==> src/hw/rtl/matmul_bias_relu_assert.svh <==
// assertion macros shared by the dense layer rtl
`ifndef MATMUL_BIAS_RELU_ASSERT_SVH
`define MATMUL_BIAS_RELU_ASSERT_SVH

// checked only out of reset
`define MBR_ASSERT(lbl, prop, msg) \
  lbl: assert property (@(posedge clk) disable iff (!rst_n) prop) else $error(msg);

// checked on every edge, reset included
`define MBR_ASSERT_RST(lbl, prop, msg) \
  lbl: assert property (@(posedge clk) prop) else $error(msg);

`endif

==> src/hw/rtl/mbr_pkg.sv <==
// ----------------------------------------------------------------------------
// mbr_pkg
// Shared types, codes and helpers for the fused dense layer with bias and relu
// ----------------------------------------------------------------------------
package mbr_pkg;

  // default store dimensions
  localparam int MAX_ROWS_DEF  = 8;
  localparam int MAX_INNER_DEF = 8;
  localparam int MAX_COLS_DEF  = 8;

  // datapath widths
  localparam int VAL_W = 16;
  localparam int ACC_W = 40;
  localparam int RES_W = 15;
  localparam int DIM_W = 4;

  // dimension register reset value
  localparam logic [DIM_W-1:0] DIM_RST = 4'd8;

  // request actions
  localparam logic [1:0] ACT_LOAD_IN   = 2'd0;
  localparam logic [1:0] ACT_LOAD_WT   = 2'd1;
  localparam logic [1:0] ACT_LOAD_BIAS = 2'd2;
  localparam logic [1:0] ACT_COMPUTE   = 2'd3;

  // configuration register indexes
  localparam logic [1:0] CFG_ROWS    = 2'd0;
  localparam logic [1:0] CFG_INNER   = 2'd1;
  localparam logic [1:0] CFG_COLS    = 2'd2;
  localparam logic [1:0] CFG_BIAS_EN = 2'd3;

  // tag travelling with each operand pair down the mac pipe
  typedef struct packed {
    logic vld;
    logic first;
    logic last;
  } mac_ctl_t;

  // last index in use: zero reads as one, large values saturate
  function automatic int dim_last(logic [DIM_W-1:0] v, int maxv);
    int r;
    if (v == '0) begin
      r = 0;
    end else if (int'(v) > maxv) begin
      r = maxv - 1;
    end else begin
      r = int'(v) - 1;
    end
    return r;
  endfunction

  // drop q16.16 to unsigned q7.8, clip negatives to zero, saturate high
  function automatic logic [RES_W-1:0] relu_sat(logic signed [ACC_W-1:0] acc);
    logic [RES_W-1:0] r;
    if (acc[ACC_W-1] || (acc == '0)) begin
      r = '0;
    end else if (|acc[ACC_W-1:RES_W+8]) begin
      r = '1;
    end else begin
      r = acc[RES_W+7:8];
    end
    return r;
  endfunction

endpackage

==> src/hw/rtl/mbr_mac.sv <==
// ----------------------------------------------------------------------------
// mbr_mac
// Shared multiply-accumulate unit: registered product, then 40-bit accumulate
// ----------------------------------------------------------------------------
module mbr_mac (
  input  logic                                    clk,
  input  logic                                    rst_n,
  input  mbr_pkg::mac_ctl_t                       ctl_i,
  input  logic signed [mbr_pkg::VAL_W-1:0]        a_i,
  input  logic signed [mbr_pkg::VAL_W-1:0]        b_i,
  input  logic signed [mbr_pkg::VAL_W-1:0]        bias_i,
  input  logic                                    bias_en_i,
  output logic signed [mbr_pkg::ACC_W-1:0]        acc_o,
  output logic                                    done_o
);

  mbr_pkg::mac_ctl_t                      prod_ctl_r;
  logic signed [2*mbr_pkg::VAL_W-1:0]     prod_r;
  logic signed [mbr_pkg::VAL_W-1:0]       prod_bias_r;
  logic signed [mbr_pkg::ACC_W-1:0]       acc_r;
  logic signed [mbr_pkg::ACC_W-1:0]       acc_base;
  logic signed [mbr_pkg::ACC_W-1:0]       bias_q16;
  logic signed [mbr_pkg::ACC_W-1:0]       acc_nxt;
  logic                                   done_r;

  // product stage control
  always_ff @(posedge clk) begin
    if (!rst_n) begin
      prod_ctl_r <= '0;
    end else begin
      prod_ctl_r <= ctl_i;
    end
  end

  // product stage data
  always_ff @(posedge clk) begin
    prod_r      <= a_i * b_i;
    prod_bias_r <= bias_i;
  end

  // bias moved into q16.16, or zero start when disabled
  assign bias_q16 = bias_en_i ?
                    {{(mbr_pkg::ACC_W-mbr_pkg::VAL_W-8){prod_bias_r[mbr_pkg::VAL_W-1]}},
                     prod_bias_r, 8'b0} : '0;

  // first product of an element restarts the sum
  assign acc_base = prod_ctl_r.first ? bias_q16 : acc_r;
  assign acc_nxt  = acc_base + mbr_pkg::ACC_W'(prod_r);

  // accumulate stage
  always_ff @(posedge clk) begin
    if (prod_ctl_r.vld) begin
      acc_r <= acc_nxt;
    end
  end

  // element finished once its last product is in
  always_ff @(posedge clk) begin
    if (!rst_n) begin
      done_r <= 1'b0;
    end else begin
      done_r <= prod_ctl_r.vld && prod_ctl_r.last;
    end
  end

  assign acc_o  = acc_r;
  assign done_o = done_r;

endmodule

==> src/hw/rtl/matmul_bias_relu.sv <==
// ----------------------------------------------------------------------------
// matmul_bias_relu - fused dense layer, one shared mac, results in row-major order
// Each element issues its inner products through the single mac, then drains and emits;
// output stalls hold the emit
// Sync active-low reset clears control and config (8,8,8,1); stores stay unwritten
// ----------------------------------------------------------------------------
`include "matmul_bias_relu_assert.svh"

module matmul_bias_relu #(
  parameter int MAX_ROWS  = mbr_pkg::MAX_ROWS_DEF,
  parameter int MAX_INNER = mbr_pkg::MAX_INNER_DEF,
  parameter int MAX_COLS  = mbr_pkg::MAX_COLS_DEF
) (
  input  logic                               clk,
  input  logic                               rst_n,
  // input requests
  input  logic                               in_valid,
  output logic                               in_ready,
  input  logic [1:0]                         in_action,
  input  logic [2:0]                         in_row,
  input  logic [2:0]                         in_col,
  input  logic signed [mbr_pkg::VAL_W-1:0]   in_value,
  // result requests
  output logic                               out_valid,
  input  logic                               out_ready,
  output logic [2:0]                         out_row,
  output logic [2:0]                         out_col,
  output logic [mbr_pkg::RES_W-1:0]          out_result,
  output logic                               out_last,
  // configuration writes
  input  logic                               cfg_we,
  input  logic [1:0]                         cfg_index,
  input  logic [mbr_pkg::DIM_W-1:0]          cfg_data
);

  localparam int RW        = (MAX_ROWS  > 1) ? $clog2(MAX_ROWS)  : 1;
  localparam int KW        = (MAX_INNER > 1) ? $clog2(MAX_INNER) : 1;
  localparam int CW        = (MAX_COLS  > 1) ? $clog2(MAX_COLS)  : 1;
  localparam int IN_DEPTH  = MAX_ROWS * MAX_INNER;
  localparam int WT_DEPTH  = MAX_INNER * MAX_COLS;
  localparam int IAW       = (IN_DEPTH > 1) ? $clog2(IN_DEPTH) : 1;
  localparam int WAW       = (WT_DEPTH > 1) ? $clog2(WT_DEPTH) : 1;

  typedef enum logic [3:0] {
    ST_IDLE  = 4'b0001,
    ST_ISSUE = 4'b0010,
    ST_DRAIN = 4'b0100,
    ST_FIN   = 4'b1000
  } state_t;

  // configuration
  logic [mbr_pkg::DIM_W-1:0] rows_used_r;
  logic [mbr_pkg::DIM_W-1:0] inner_used_r;
  logic [mbr_pkg::DIM_W-1:0] cols_used_r;
  logic                      bias_en_r;
  logic [RW-1:0]             m_last;
  logic [KW-1:0]             k_last;
  logic [CW-1:0]             n_last;

  // sequencer
  state_t        state_r, state_nxt;
  logic [RW-1:0] i_r, i_nxt;
  logic [KW-1:0] t_r, t_nxt;
  logic [CW-1:0] j_r, j_nxt;
  logic          emit;
  logic          in_acc;
  logic          out_free;

  // stores and read path
  logic signed [mbr_pkg::VAL_W-1:0] in_mem   [IN_DEPTH];
  logic signed [mbr_pkg::VAL_W-1:0] wt_mem   [WT_DEPTH];
  logic signed [mbr_pkg::VAL_W-1:0] bias_mem [MAX_COLS];
  logic                             ld_in, ld_wt, ld_bias;
  logic [IAW-1:0]                   ld_in_addr, rd_in_addr;
  logic [WAW-1:0]                   ld_wt_addr, rd_wt_addr;
  logic [CW-1:0]                    ld_bias_addr;
  logic signed [mbr_pkg::VAL_W-1:0] rd_a_r, rd_b_r, rd_bias_r;
  mbr_pkg::mac_ctl_t                rd_ctl_r;

  // mac unit
  logic signed [mbr_pkg::ACC_W-1:0] acc;
  logic                             mac_done;

  // output register
  logic                      out_valid_r;
  logic [2:0]                out_row_r, out_col_r;
  logic [mbr_pkg::RES_W-1:0] out_result_r;
  logic                      out_last_r;

  // configuration registers
  always_ff @(posedge clk) begin
    if (!rst_n) begin
      rows_used_r  <= mbr_pkg::DIM_RST;
      inner_used_r <= mbr_pkg::DIM_RST;
      cols_used_r  <= mbr_pkg::DIM_RST;
      bias_en_r    <= 1'b1;
    end else if (cfg_we) begin
      case (cfg_index)
        mbr_pkg::CFG_ROWS:    rows_used_r  <= cfg_data;
        mbr_pkg::CFG_INNER:   inner_used_r <= cfg_data;
        mbr_pkg::CFG_COLS:    cols_used_r  <= cfg_data;
        mbr_pkg::CFG_BIAS_EN: bias_en_r    <= cfg_data[0];
        default: ;
      endcase
    end
  end

  // clamped loop limits
  assign m_last = RW'(mbr_pkg::dim_last(rows_used_r,  MAX_ROWS));
  assign k_last = KW'(mbr_pkg::dim_last(inner_used_r, MAX_INNER));
  assign n_last = CW'(mbr_pkg::dim_last(cols_used_r,  MAX_COLS));

  // request handshake
  assign in_ready = (state_r == ST_IDLE);
  assign in_acc   = in_valid && in_ready;
  assign out_free = !out_valid_r || out_ready;

  // load decode, out of range indexes dropped
  assign ld_in   = in_acc && (in_action == mbr_pkg::ACT_LOAD_IN) &&
                   (int'(in_row) < MAX_ROWS) && (int'(in_col) < MAX_INNER);
  assign ld_wt   = in_acc && (in_action == mbr_pkg::ACT_LOAD_WT) &&
                   (int'(in_row) < MAX_INNER) && (int'(in_col) < MAX_COLS);
  assign ld_bias = in_acc && (in_action == mbr_pkg::ACT_LOAD_BIAS) &&
                   (int'(in_col) < MAX_COLS);

  assign ld_in_addr   = IAW'(int'(in_row) * MAX_INNER + int'(in_col));
  assign ld_wt_addr   = WAW'(int'(in_row) * MAX_COLS + int'(in_col));
  assign ld_bias_addr = CW'(in_col);
  assign rd_in_addr   = IAW'(int'(i_r) * MAX_INNER + int'(t_r));
  assign rd_wt_addr   = WAW'(int'(t_r) * MAX_COLS + int'(j_r));

  // input matrix store
  always_ff @(posedge clk) begin
    if (ld_in) begin
      in_mem[ld_in_addr] <= in_value;
    end
    rd_a_r <= in_mem[rd_in_addr];
  end

  // weight matrix store
  always_ff @(posedge clk) begin
    if (ld_wt) begin
      wt_mem[ld_wt_addr] <= in_value;
    end
    rd_b_r <= wt_mem[rd_wt_addr];
  end

  // bias store
  always_ff @(posedge clk) begin
    if (ld_bias) begin
      bias_mem[ld_bias_addr] <= in_value;
    end
    rd_bias_r <= bias_mem[j_r];
  end

  // tag for the operand pair read this cycle
  always_ff @(posedge clk) begin
    if (!rst_n) begin
      rd_ctl_r <= '0;
    end else begin
      rd_ctl_r.vld   <= (state_r == ST_ISSUE);
      rd_ctl_r.first <= (t_r == '0);
      rd_ctl_r.last  <= (t_r == k_last);
    end
  end

  mbr_mac u_mac (
    .clk       (clk),
    .rst_n     (rst_n),
    .ctl_i     (rd_ctl_r),
    .a_i       (rd_a_r),
    .b_i       (rd_b_r),
    .bias_i    (rd_bias_r),
    .bias_en_i (bias_en_r),
    .acc_o     (acc),
    .done_o    (mac_done)
  );

  // sequencer: walk rows, columns and the inner dimension
  always_comb begin
    state_nxt = state_r;
    i_nxt     = i_r;
    j_nxt     = j_r;
    t_nxt     = t_r;
    emit      = 1'b0;
    case (state_r)
      ST_IDLE: begin
        if (in_acc && (in_action == mbr_pkg::ACT_COMPUTE)) begin
          i_nxt     = '0;
          j_nxt     = '0;
          t_nxt     = '0;
          state_nxt = ST_ISSUE;
        end
      end
      ST_ISSUE: begin
        if (t_r == k_last) begin
          t_nxt     = '0;
          state_nxt = ST_DRAIN;
        end else begin
          t_nxt = t_r + 1'b1;
        end
      end
      ST_DRAIN: begin
        if (mac_done) begin
          state_nxt = ST_FIN;
        end
      end
      ST_FIN: begin
        if (out_free) begin
          emit = 1'b1;
          if (j_r == n_last) begin
            j_nxt = '0;
            if (i_r == m_last) begin
              state_nxt = ST_IDLE;
            end else begin
              i_nxt     = i_r + 1'b1;
              state_nxt = ST_ISSUE;
            end
          end else begin
            j_nxt     = j_r + 1'b1;
            state_nxt = ST_ISSUE;
          end
        end
      end
      default: begin
        state_nxt = ST_IDLE;
      end
    endcase
  end

  always_ff @(posedge clk) begin
    if (!rst_n) begin
      state_r <= ST_IDLE;
      i_r     <= '0;
      j_r     <= '0;
      t_r     <= '0;
    end else begin
      state_r <= state_nxt;
      i_r     <= i_nxt;
      j_r     <= j_nxt;
      t_r     <= t_nxt;
    end
  end

  // output register valid
  always_ff @(posedge clk) begin
    if (!rst_n) begin
      out_valid_r <= 1'b0;
    end else if (emit) begin
      out_valid_r <= 1'b1;
    end else if (out_ready) begin
      out_valid_r <= 1'b0;
    end
  end

  // output register payload with relu and saturation
  always_ff @(posedge clk) begin
    if (emit) begin
      out_row_r    <= 3'(i_r);
      out_col_r    <= 3'(j_r);
      out_result_r <= mbr_pkg::relu_sat(acc);
      out_last_r   <= (i_r == m_last) && (j_r == n_last);
    end
  end

  assign out_valid  = out_valid_r;
  assign out_row    = out_row_r;
  assign out_col    = out_col_r;
  assign out_result = out_result_r;
  assign out_last   = out_last_r;

  // checks
  `MBR_ASSERT_RST(a_rst_idle, !rst_n |=> (state_r == ST_IDLE) && !out_valid_r, "reset did not idle the block")
  `MBR_ASSERT(a_inner_bound, t_r <= k_last, "inner counter ran past the inner length")
  `MBR_ASSERT(a_pos_bound, (state_r != ST_IDLE) |-> (i_r <= m_last) && (j_r <= n_last), "element position out of range")
  `MBR_ASSERT(a_done_drain, mac_done |-> (state_r == ST_DRAIN), "mac finished outside the drain state")

endmodule

==> config.mk <==
export PLATFORM = sky130hd
export DESIGN_NAME = matmul_bias_relu
export DESIGN_NICKNAME = d
export VERILOG_FILES = /design/src/hw/rtl/mbr_pkg.sv /design/src/hw/rtl/mbr_mac.sv /design/src/hw/rtl/matmul_bias_relu.sv
export VERILOG_INCLUDE_DIRS = /design/src /design/src/hw/rtl
export SDC_FILE = /design/constraint.sdc
export NUM_CORES = 2
export LEC_CHECK = 0
export BUFFER_PORTS_ARGS = -buffer_cell sky130_fd_sc_hd__buf_2
export CORE_MARGIN = 4
export CORE_UTILIZATION = 59
export CTS_CLUSTER_DIAMETER = 30
export DETAILED_ROUTE_END_ITERATION = 10
export MAX_ROUTING_LAYER = met4
export PLACE_DENSITY = 0.79
export SLEW_MARGIN = 20
export SYNTH_ARGS = -nofsm -noshare
export SYNTH_HDL_FRONTEND = slang
export SYNTH_SLANG_ARGS = --single-unit
==> constraint.sdc <==
create_clock -name clk -period 6.3 [get_ports clk]
set_input_delay 0.63 -clock clk [delete_from_list [all_inputs] [get_ports clk]]
set_output_delay 0.63 -clock clk [all_outputs]
set_load 0.03 [all_outputs]
# [After elaboration in Yosys (flattened, before gate mapping)]
# Memories as Yosys holds them, arrays and structs flattened. A register that Yosys moved wholly into a read port is not among the register bits.
# Cells that the tools add are included.
[word_totals] reg_bits=144 wordCells=124 in_bits=35 mem_count=3 output_inout_bits=24 ramBits=2176
[mem_list] name="in_mem" depth=64 word_bits=16 rd=1 rd_clocked_by_memory_dff=1 write_ports=1 line="matmul_bias_relu.sv:70" source="logic signed [mbr_pkg::VAL_W-1:0] in_mem [IN_DEPTH];"
[mem_list] name="wt_mem" depth=64 word_bits=16 rd=1 rd_clocked_by_memory_dff=1 write_ports=1 line="matmul_bias_relu.sv:71" source="logic signed [mbr_pkg::VAL_W-1:0] wt_mem [WT_DEPTH];"
[mem_list] name="bias_mem" depth=8 word_bits=16 rd=1 rd_clocked_by_memory_dff=1 write_ports=1 line="matmul_bias_relu.sv:72" source="logic signed [mbr_pkg::VAL_W-1:0] bias_mem [MAX_COLS];"
[classes] magnitude_cmp=3 n_reduce_logical=29 n_mul=1 n_eq_ne=19 add_sub_neg=10 muxes=36
[ops] operator="2-to-1 mux 40 bit" count=2
[ops] operator="adder 40 x 32 -> 40 bit" count=1
[ops] operator="zero test 40 bit" count=1
[ops] operator="2-to-1 mux 3 bit" count=13
[ops] operator="multiplier 16 x 16 -> 32 bit" count=1
[ops] operator="2-to-1 mux 4 bit" count=5
[ops] operator="adder 6 x 3 -> 6 bit" count=3
[ops] operator="one-hot mux 3 bit (2 select lines)" count=3
[ops] operator="OR reduction 17 bit" count=1
[ops] operator="one-hot mux 4 bit (4 select lines)" count=1
[ops] operator="2-to-1 mux 15 bit" count=1
[ops] operator="> comparator 4 bit, second input constant" count=3
[ops] operator="zero test 4 bit" count=3
[ops] operator="2-to-1 mux 1 bit" count=10
[ops] operator="AND reduction 2 bit" count=5
[ops] operator="adder 3 x 1 -> 3 bit, second input constant" count=3
[ops] operator="== test 3 bit" count=3
[ops] operator="subtractor 3 x 1 -> 3 bit, second input constant" count=3
[ops] operator="== test 2 bit, second input constant" count=4
[ops] operator="logical AND 1 bit" count=7
[ops] operator="inequality test 2 x 1 -> 1 bit, second input constant" count=3
[ops] operator="inequality test 2 bit, second input constant" count=3
[ops] operator="nonzero test 2 bit" count=3
[ops] operator="AND reduction 5 bit" count=1
[ops] operator="12 further kinds" count=15

# [Depth between registers and ports, before layout]
[depth] word_depth=8 depth_mapped=24 depth_no_buf=23

# [By module]
# From an unflattened synthesis, not the netlist that was laid out.
[hier_totals] hier_cells=5527 area_unflattened_um2=101056.9
[modules_own_cells] module="matmul_bias_relu" instances=1 area_per_inst_um2=86395.4 cells_per_inst=3954 seq_area_each_um2=67564.8
[modules_own_cells] module="mbr_mac" instances=1 area_per_inst_um2=14661.6 cells_per_inst=1573 seq_area_each_um2=2242.2

# [Worst setup path after synthesis]
# Ideal clock, no wire load.
[synth_path] path_type="reg-to-reg" start="register rd_a_r[10] (netlist name), read port of in_mem" end="register u_mac.prod_r[31] (netlist name)" n_path_buf=1 slack_ns=0.460 arrival_ns=5.722 stages_incl_launch_ff=22 synth_period_minus_slack_ns=5.840 path_cell_list="dfxtp_1 clkbuf_1 nand2_1 fa_1 fa_1 fa_1 fa_1 inv_1 fa_1 inv_1 fa_1 inv_1 ha_1 and3_1 and3_1 a31oi_1 a31oi_1 a21oi_1 o211ai_1 nand2_1 a211o_1 xnor2_1"
[synth_via] elab_chain_len=1
[synth_lines] item="start, declared" line="matmul_bias_relu.sv:77" source="logic signed [mbr_pkg::VAL_W-1:0] rd_a_r, rd_b_r, rd_bias_r;"
[synth_lines] item="multiplier 16 x 16 -> 32 bit" line="mbr_mac.sv:37" source="prod_r <= a_i * b_i;"
[synth_lines] item="end signal, assigned" line="mbr_mac.sv:37"
[synth_lines] item="end, declared" line="mbr_mac.sv:18" source="logic signed [2*mbr_pkg::VAL_W-1:0] prod_r;"
# No other way between the ends.
# A chain may end at the register's enable or synchronous reset.

# [Worst setup path in the final report]
[layout_path] start="register rd_a_r[15] (netlist name), read port of in_mem" end="register u_mac.prod_r[24] (netlist name)"
# The elaborated chain is that of the path after synthesis.

==> flow_summary.toml <==
[route]
ant_nets = 0
drtIter0Drc = 10250
wl_per_cell_microns = 37.00
drc = 0
drt_wl_total_microns = 301200
drtPass1Iterations = 9
num_vias = 56610
viasPerCell = 6.952

[clocking]
htreeDepth = 5
clk_pin_slew_worst_paths_ns = 0.06
clk_path_buf_depth = 4
cts.sinks = 2368
cts_root_buf = "clkbuf_16"
cts_tree = "built"
cts_made_buffers = 416
clk_latency_ns = 1.00

[critical_path]
critical-path-max-stage-delay_ns = 0.75
crit_arrival_ns = 6.92
cp_slowest_cell = "fa_1"
endpoint_kind = "register"
critPathKind = "reg2reg"
crit_path_frequent_cell = "fa_1"
required_ns = 7.17
cp_cell_sequence = "buf_4 > nand2_1 > inv_1 > fa_1 > fa_1 > fa_1 > fa_1 > fa_1 > inv_1 > fa_1 > inv_1 > ha_1 > a21o_1 > or2_2 > nand3_1 > nand2_1 > a41o_1 > a31o_1 > a21oi_1 > xnor2_1"
worstSetupStartpointType = "register"
crit_path_max_fanout = 14

[pwr]
pwr-share-clk_pct = 29.8
ir_drop_v = 0.001842
combPwrFrac_pct = 46.2
powerDensity_mw_per_mm2 = 648.2
p_switching_mw = 28.69
swShare_pct = 37.19
power.leakage_nw = 40.17
power_mw = 77.13
seqPwrFrac_pct = 23.9
p_int_mw = 48.44

[placement]
hpwl_microns = 142200
pre_cts_ws_ns = 0.1833
dp_cells = 7339
finalWeightedCongestion = 0.8884
io_buffer_count = 58

[sta]
worstMarginPinSlew_ns = 1.239
setup_violations = 0
final.setup.worst_slack_ns = 0.2575
fin_crit_sh_pct = 95.91
slew_viol_final = 0
hold_violations = 0
finalCriticalPeriod_ns = 6.043
finalClockSkew_ns = 0.1017
slew_headroom_pct = 17.34
fmax_mhz = 165.5
rsz0062_at_grt = "no"
tns_ns = 0

[synth]
synth_cell_types = 72
synth_edf_count = 2238
synth_top_area_share_pct = 66.69
seq_area_frac_synth_pct = 69.27
ys_ff_latch = 2368
yosys.area.top_type = "edfxtp_1"
syn_area_sq_mm = 0.1008
syn_avg_cell_area_sq_um = 19.81
synthMostInstantiatedCell = "edfxtp_1"
netlist_top_cells_area = "edfxtp_1, mux4_2, fa_1"
ys.flop_type = "edfxtp_1"
synthArstFlopShare_pct = 0
syn-num-nets = 5513
netlist_instances = 5087
yosys-top-cells-count = "edfxtp_1, mux4_2, inv_1"
synth_warnings = 0

[final_layout]
final_core_util_pct = 70.13
final_layout_size_suffix_gt1_share_pct = 29.36
fin_cells = 8142
final_nets = 5973
area_delta_synth_final_pct = 18.08

[global_route]
grt_usage_pct = 34.17
gr-usage-met1_pct = 44.14
grt_use_met3_pct = 8.184
grt_overflow = 0
met2_usage_pct = 52.11
grt_pass1_wl_microns = 424100
grt_max_degree = 139
grt_pass1_vias = 57470
grt.busiest_layer = "met2"
antenna_found_initial = 36

[die]
io_pins = 59
coreArea_sq_mm = 0.1697
die-height_microns = 421.3
start_util_pct = 59.39
die_area_sq_mm = 0.1775
num_rows = 151
die_w_microns = 421.3

[outcome]
status = "completed"

[flow_run]
max-cap-violations = 0

[hold_path]
hp-class = "in2reg"
-- registers in the layout, indices dropped and copies added, names as in the netlist, 3 cells and up --
register and count:
out_row 3, u_mac.prod_ctl_r 3, rd_bias_r 16, rd_b_r 16
i_r 3, bias_mem 128, rows_used_r 4, in_mem 1024
u_mac.prod_r 32, u_mac.prod_bias_r 16, inner_used_r 4, state_r 4
u_mac.acc_o 40, rd_ctl_r 3, rd_a_r 16, t_r 3
out_result 15, wt_mem 1024, j_r 3, cols_used_r 4
out_col 3
-- cells by family (layout without fill, tap and decap cells) --
| kind of cell | Yosys count | in the layout | share of synthesized area, % |
|---|---|---|---|
| DFF | 2368 | 2368 | 69.27 |
| muxes | 732 | 732 | 16.03 |
| and+or+nand+nor | 697 | 697 | 3.294 |
| buffers and inverters | 562 | 1351 | 2.184 |
| adders and majority gates | 393 | 393 | 6.834 |
| AOI/OAI and AO/OA | 258 | 258 | 1.711 |
| xor gates and xnor gates | 77 | 77 | 0.6693 |
| other | 0 | 48 | 0 |
-- power groups by stage --
stage               Clock, mW  Combinational, mW  Sequential, mW
floorplan                   0               27.4            18.6
global placement            0               33.6            18.8
detailed placement          0               34.3            18.8
CTS                      22.8               35.0            18.5
global route             23.9               39.3            18.4
finish                   23.0               35.6            18.5
-- worst paths after layout --
kind                 startpoint                     to  slack [ns]  cells past startpoint
hold / removal            rst_n        inner_used_r[3]         0.1                      2
hold reg to reg   rd_bias_r[13]  u_mac.prod_bias_r[13]        0.32                      0
setup / recovery     rd_a_r[15]       u_mac.prod_r[24]        0.26                     20
setup reg to reg     rd_a_r[15]       u_mac.prod_r[24]        0.26                     20
-- routing by layer --
metal | share of wire (%) | routed length [microns]
met5 | 0 | 0
met2 | 48 | 144900
met3 | 13 | 37910
met1 | 33 | 99820
met4 | 6.2 | 18560
-- per-stage QoR --
stage	cell area [sq um]	hold slack, ns
CTS	118700	0.04250
finish	119000	0.09902
detailed placement	104700	0.3121
global route	119000	0.06238
global placement	104700	0.3102
floorplan	100800	0.3096
-- what timing repair did --
action | CTS | global route
buffers inserted | 0 | 1
endpoints found under the hold margin | 11 | 0
gates resized for setup | 0 | 10
hold buffers | 5 | 0
endpoints found under the setup margin | 0 | 9
-- final cells by class --
cell class | count | area (sq um)
Antenna cell | 48 | 120.1
Clock buffer | 453 | 10780
Clock inverter | 294 | 3189
Fill cell | 9325 | 50670
Inverter | 336 | 1264
Multi-Input combinational cell | 2157 | 28890
Sequential cell | 2368 | 69840
Tap cell | 2218 | 2775
Timing Repair Buffer | 268 | 2120
-- layout by cell type, fill, tap and decap left out, types with 10 or more instances in the layout --
cell type	netlist	routed
diode_2	0	48
bufinv_16	0	49
xnor2_1	53	53
mux2i_1	11	11
o21a_1	27	27
clkinv_4	0	38
fa_1	263	262
clkbuf_1	145	26
nor2_2	0	20
inv_1	335	334
nand2_1	197	197
edfxtp_1	2238	2238
and3_1	12	12
and2_1	134	134
inv_6	0	39
o21bai_1	11	11
nor2b_1	35	34
clkbuf_16	0	427
clkinv_1	0	43
o21ai_0	47	47
clkinv_2	0	53
nor2_1	227	201
xor2_1	24	24
nand2b_1	10	10
clkinvlp_4	0	54
mux2_2	17	17
buf_4	7	202
inv_8	0	11
buf_2	52	42
ha_1	128	128
nor3_1	14	14
buf_12	0	11
mux4_2	704	704
a21oi_1	65	64
nand3_1	20	20
dfxtp_1	130	116
a21o_1	38	38
-- worst max-delay path: cells and delay by family (launching register included) --
kind	cells	cell delay, ns
buffers and inverters	4	0.37
and+or+nand+nor	4	0.60
xor gates and xnor gates	1	0.14
adders and majority gates	7	3.58
AOI/OAI and AO/OA	4	0.91
DFF	1	0.34
No activity file was read; power rests on OpenSTA's default activity.
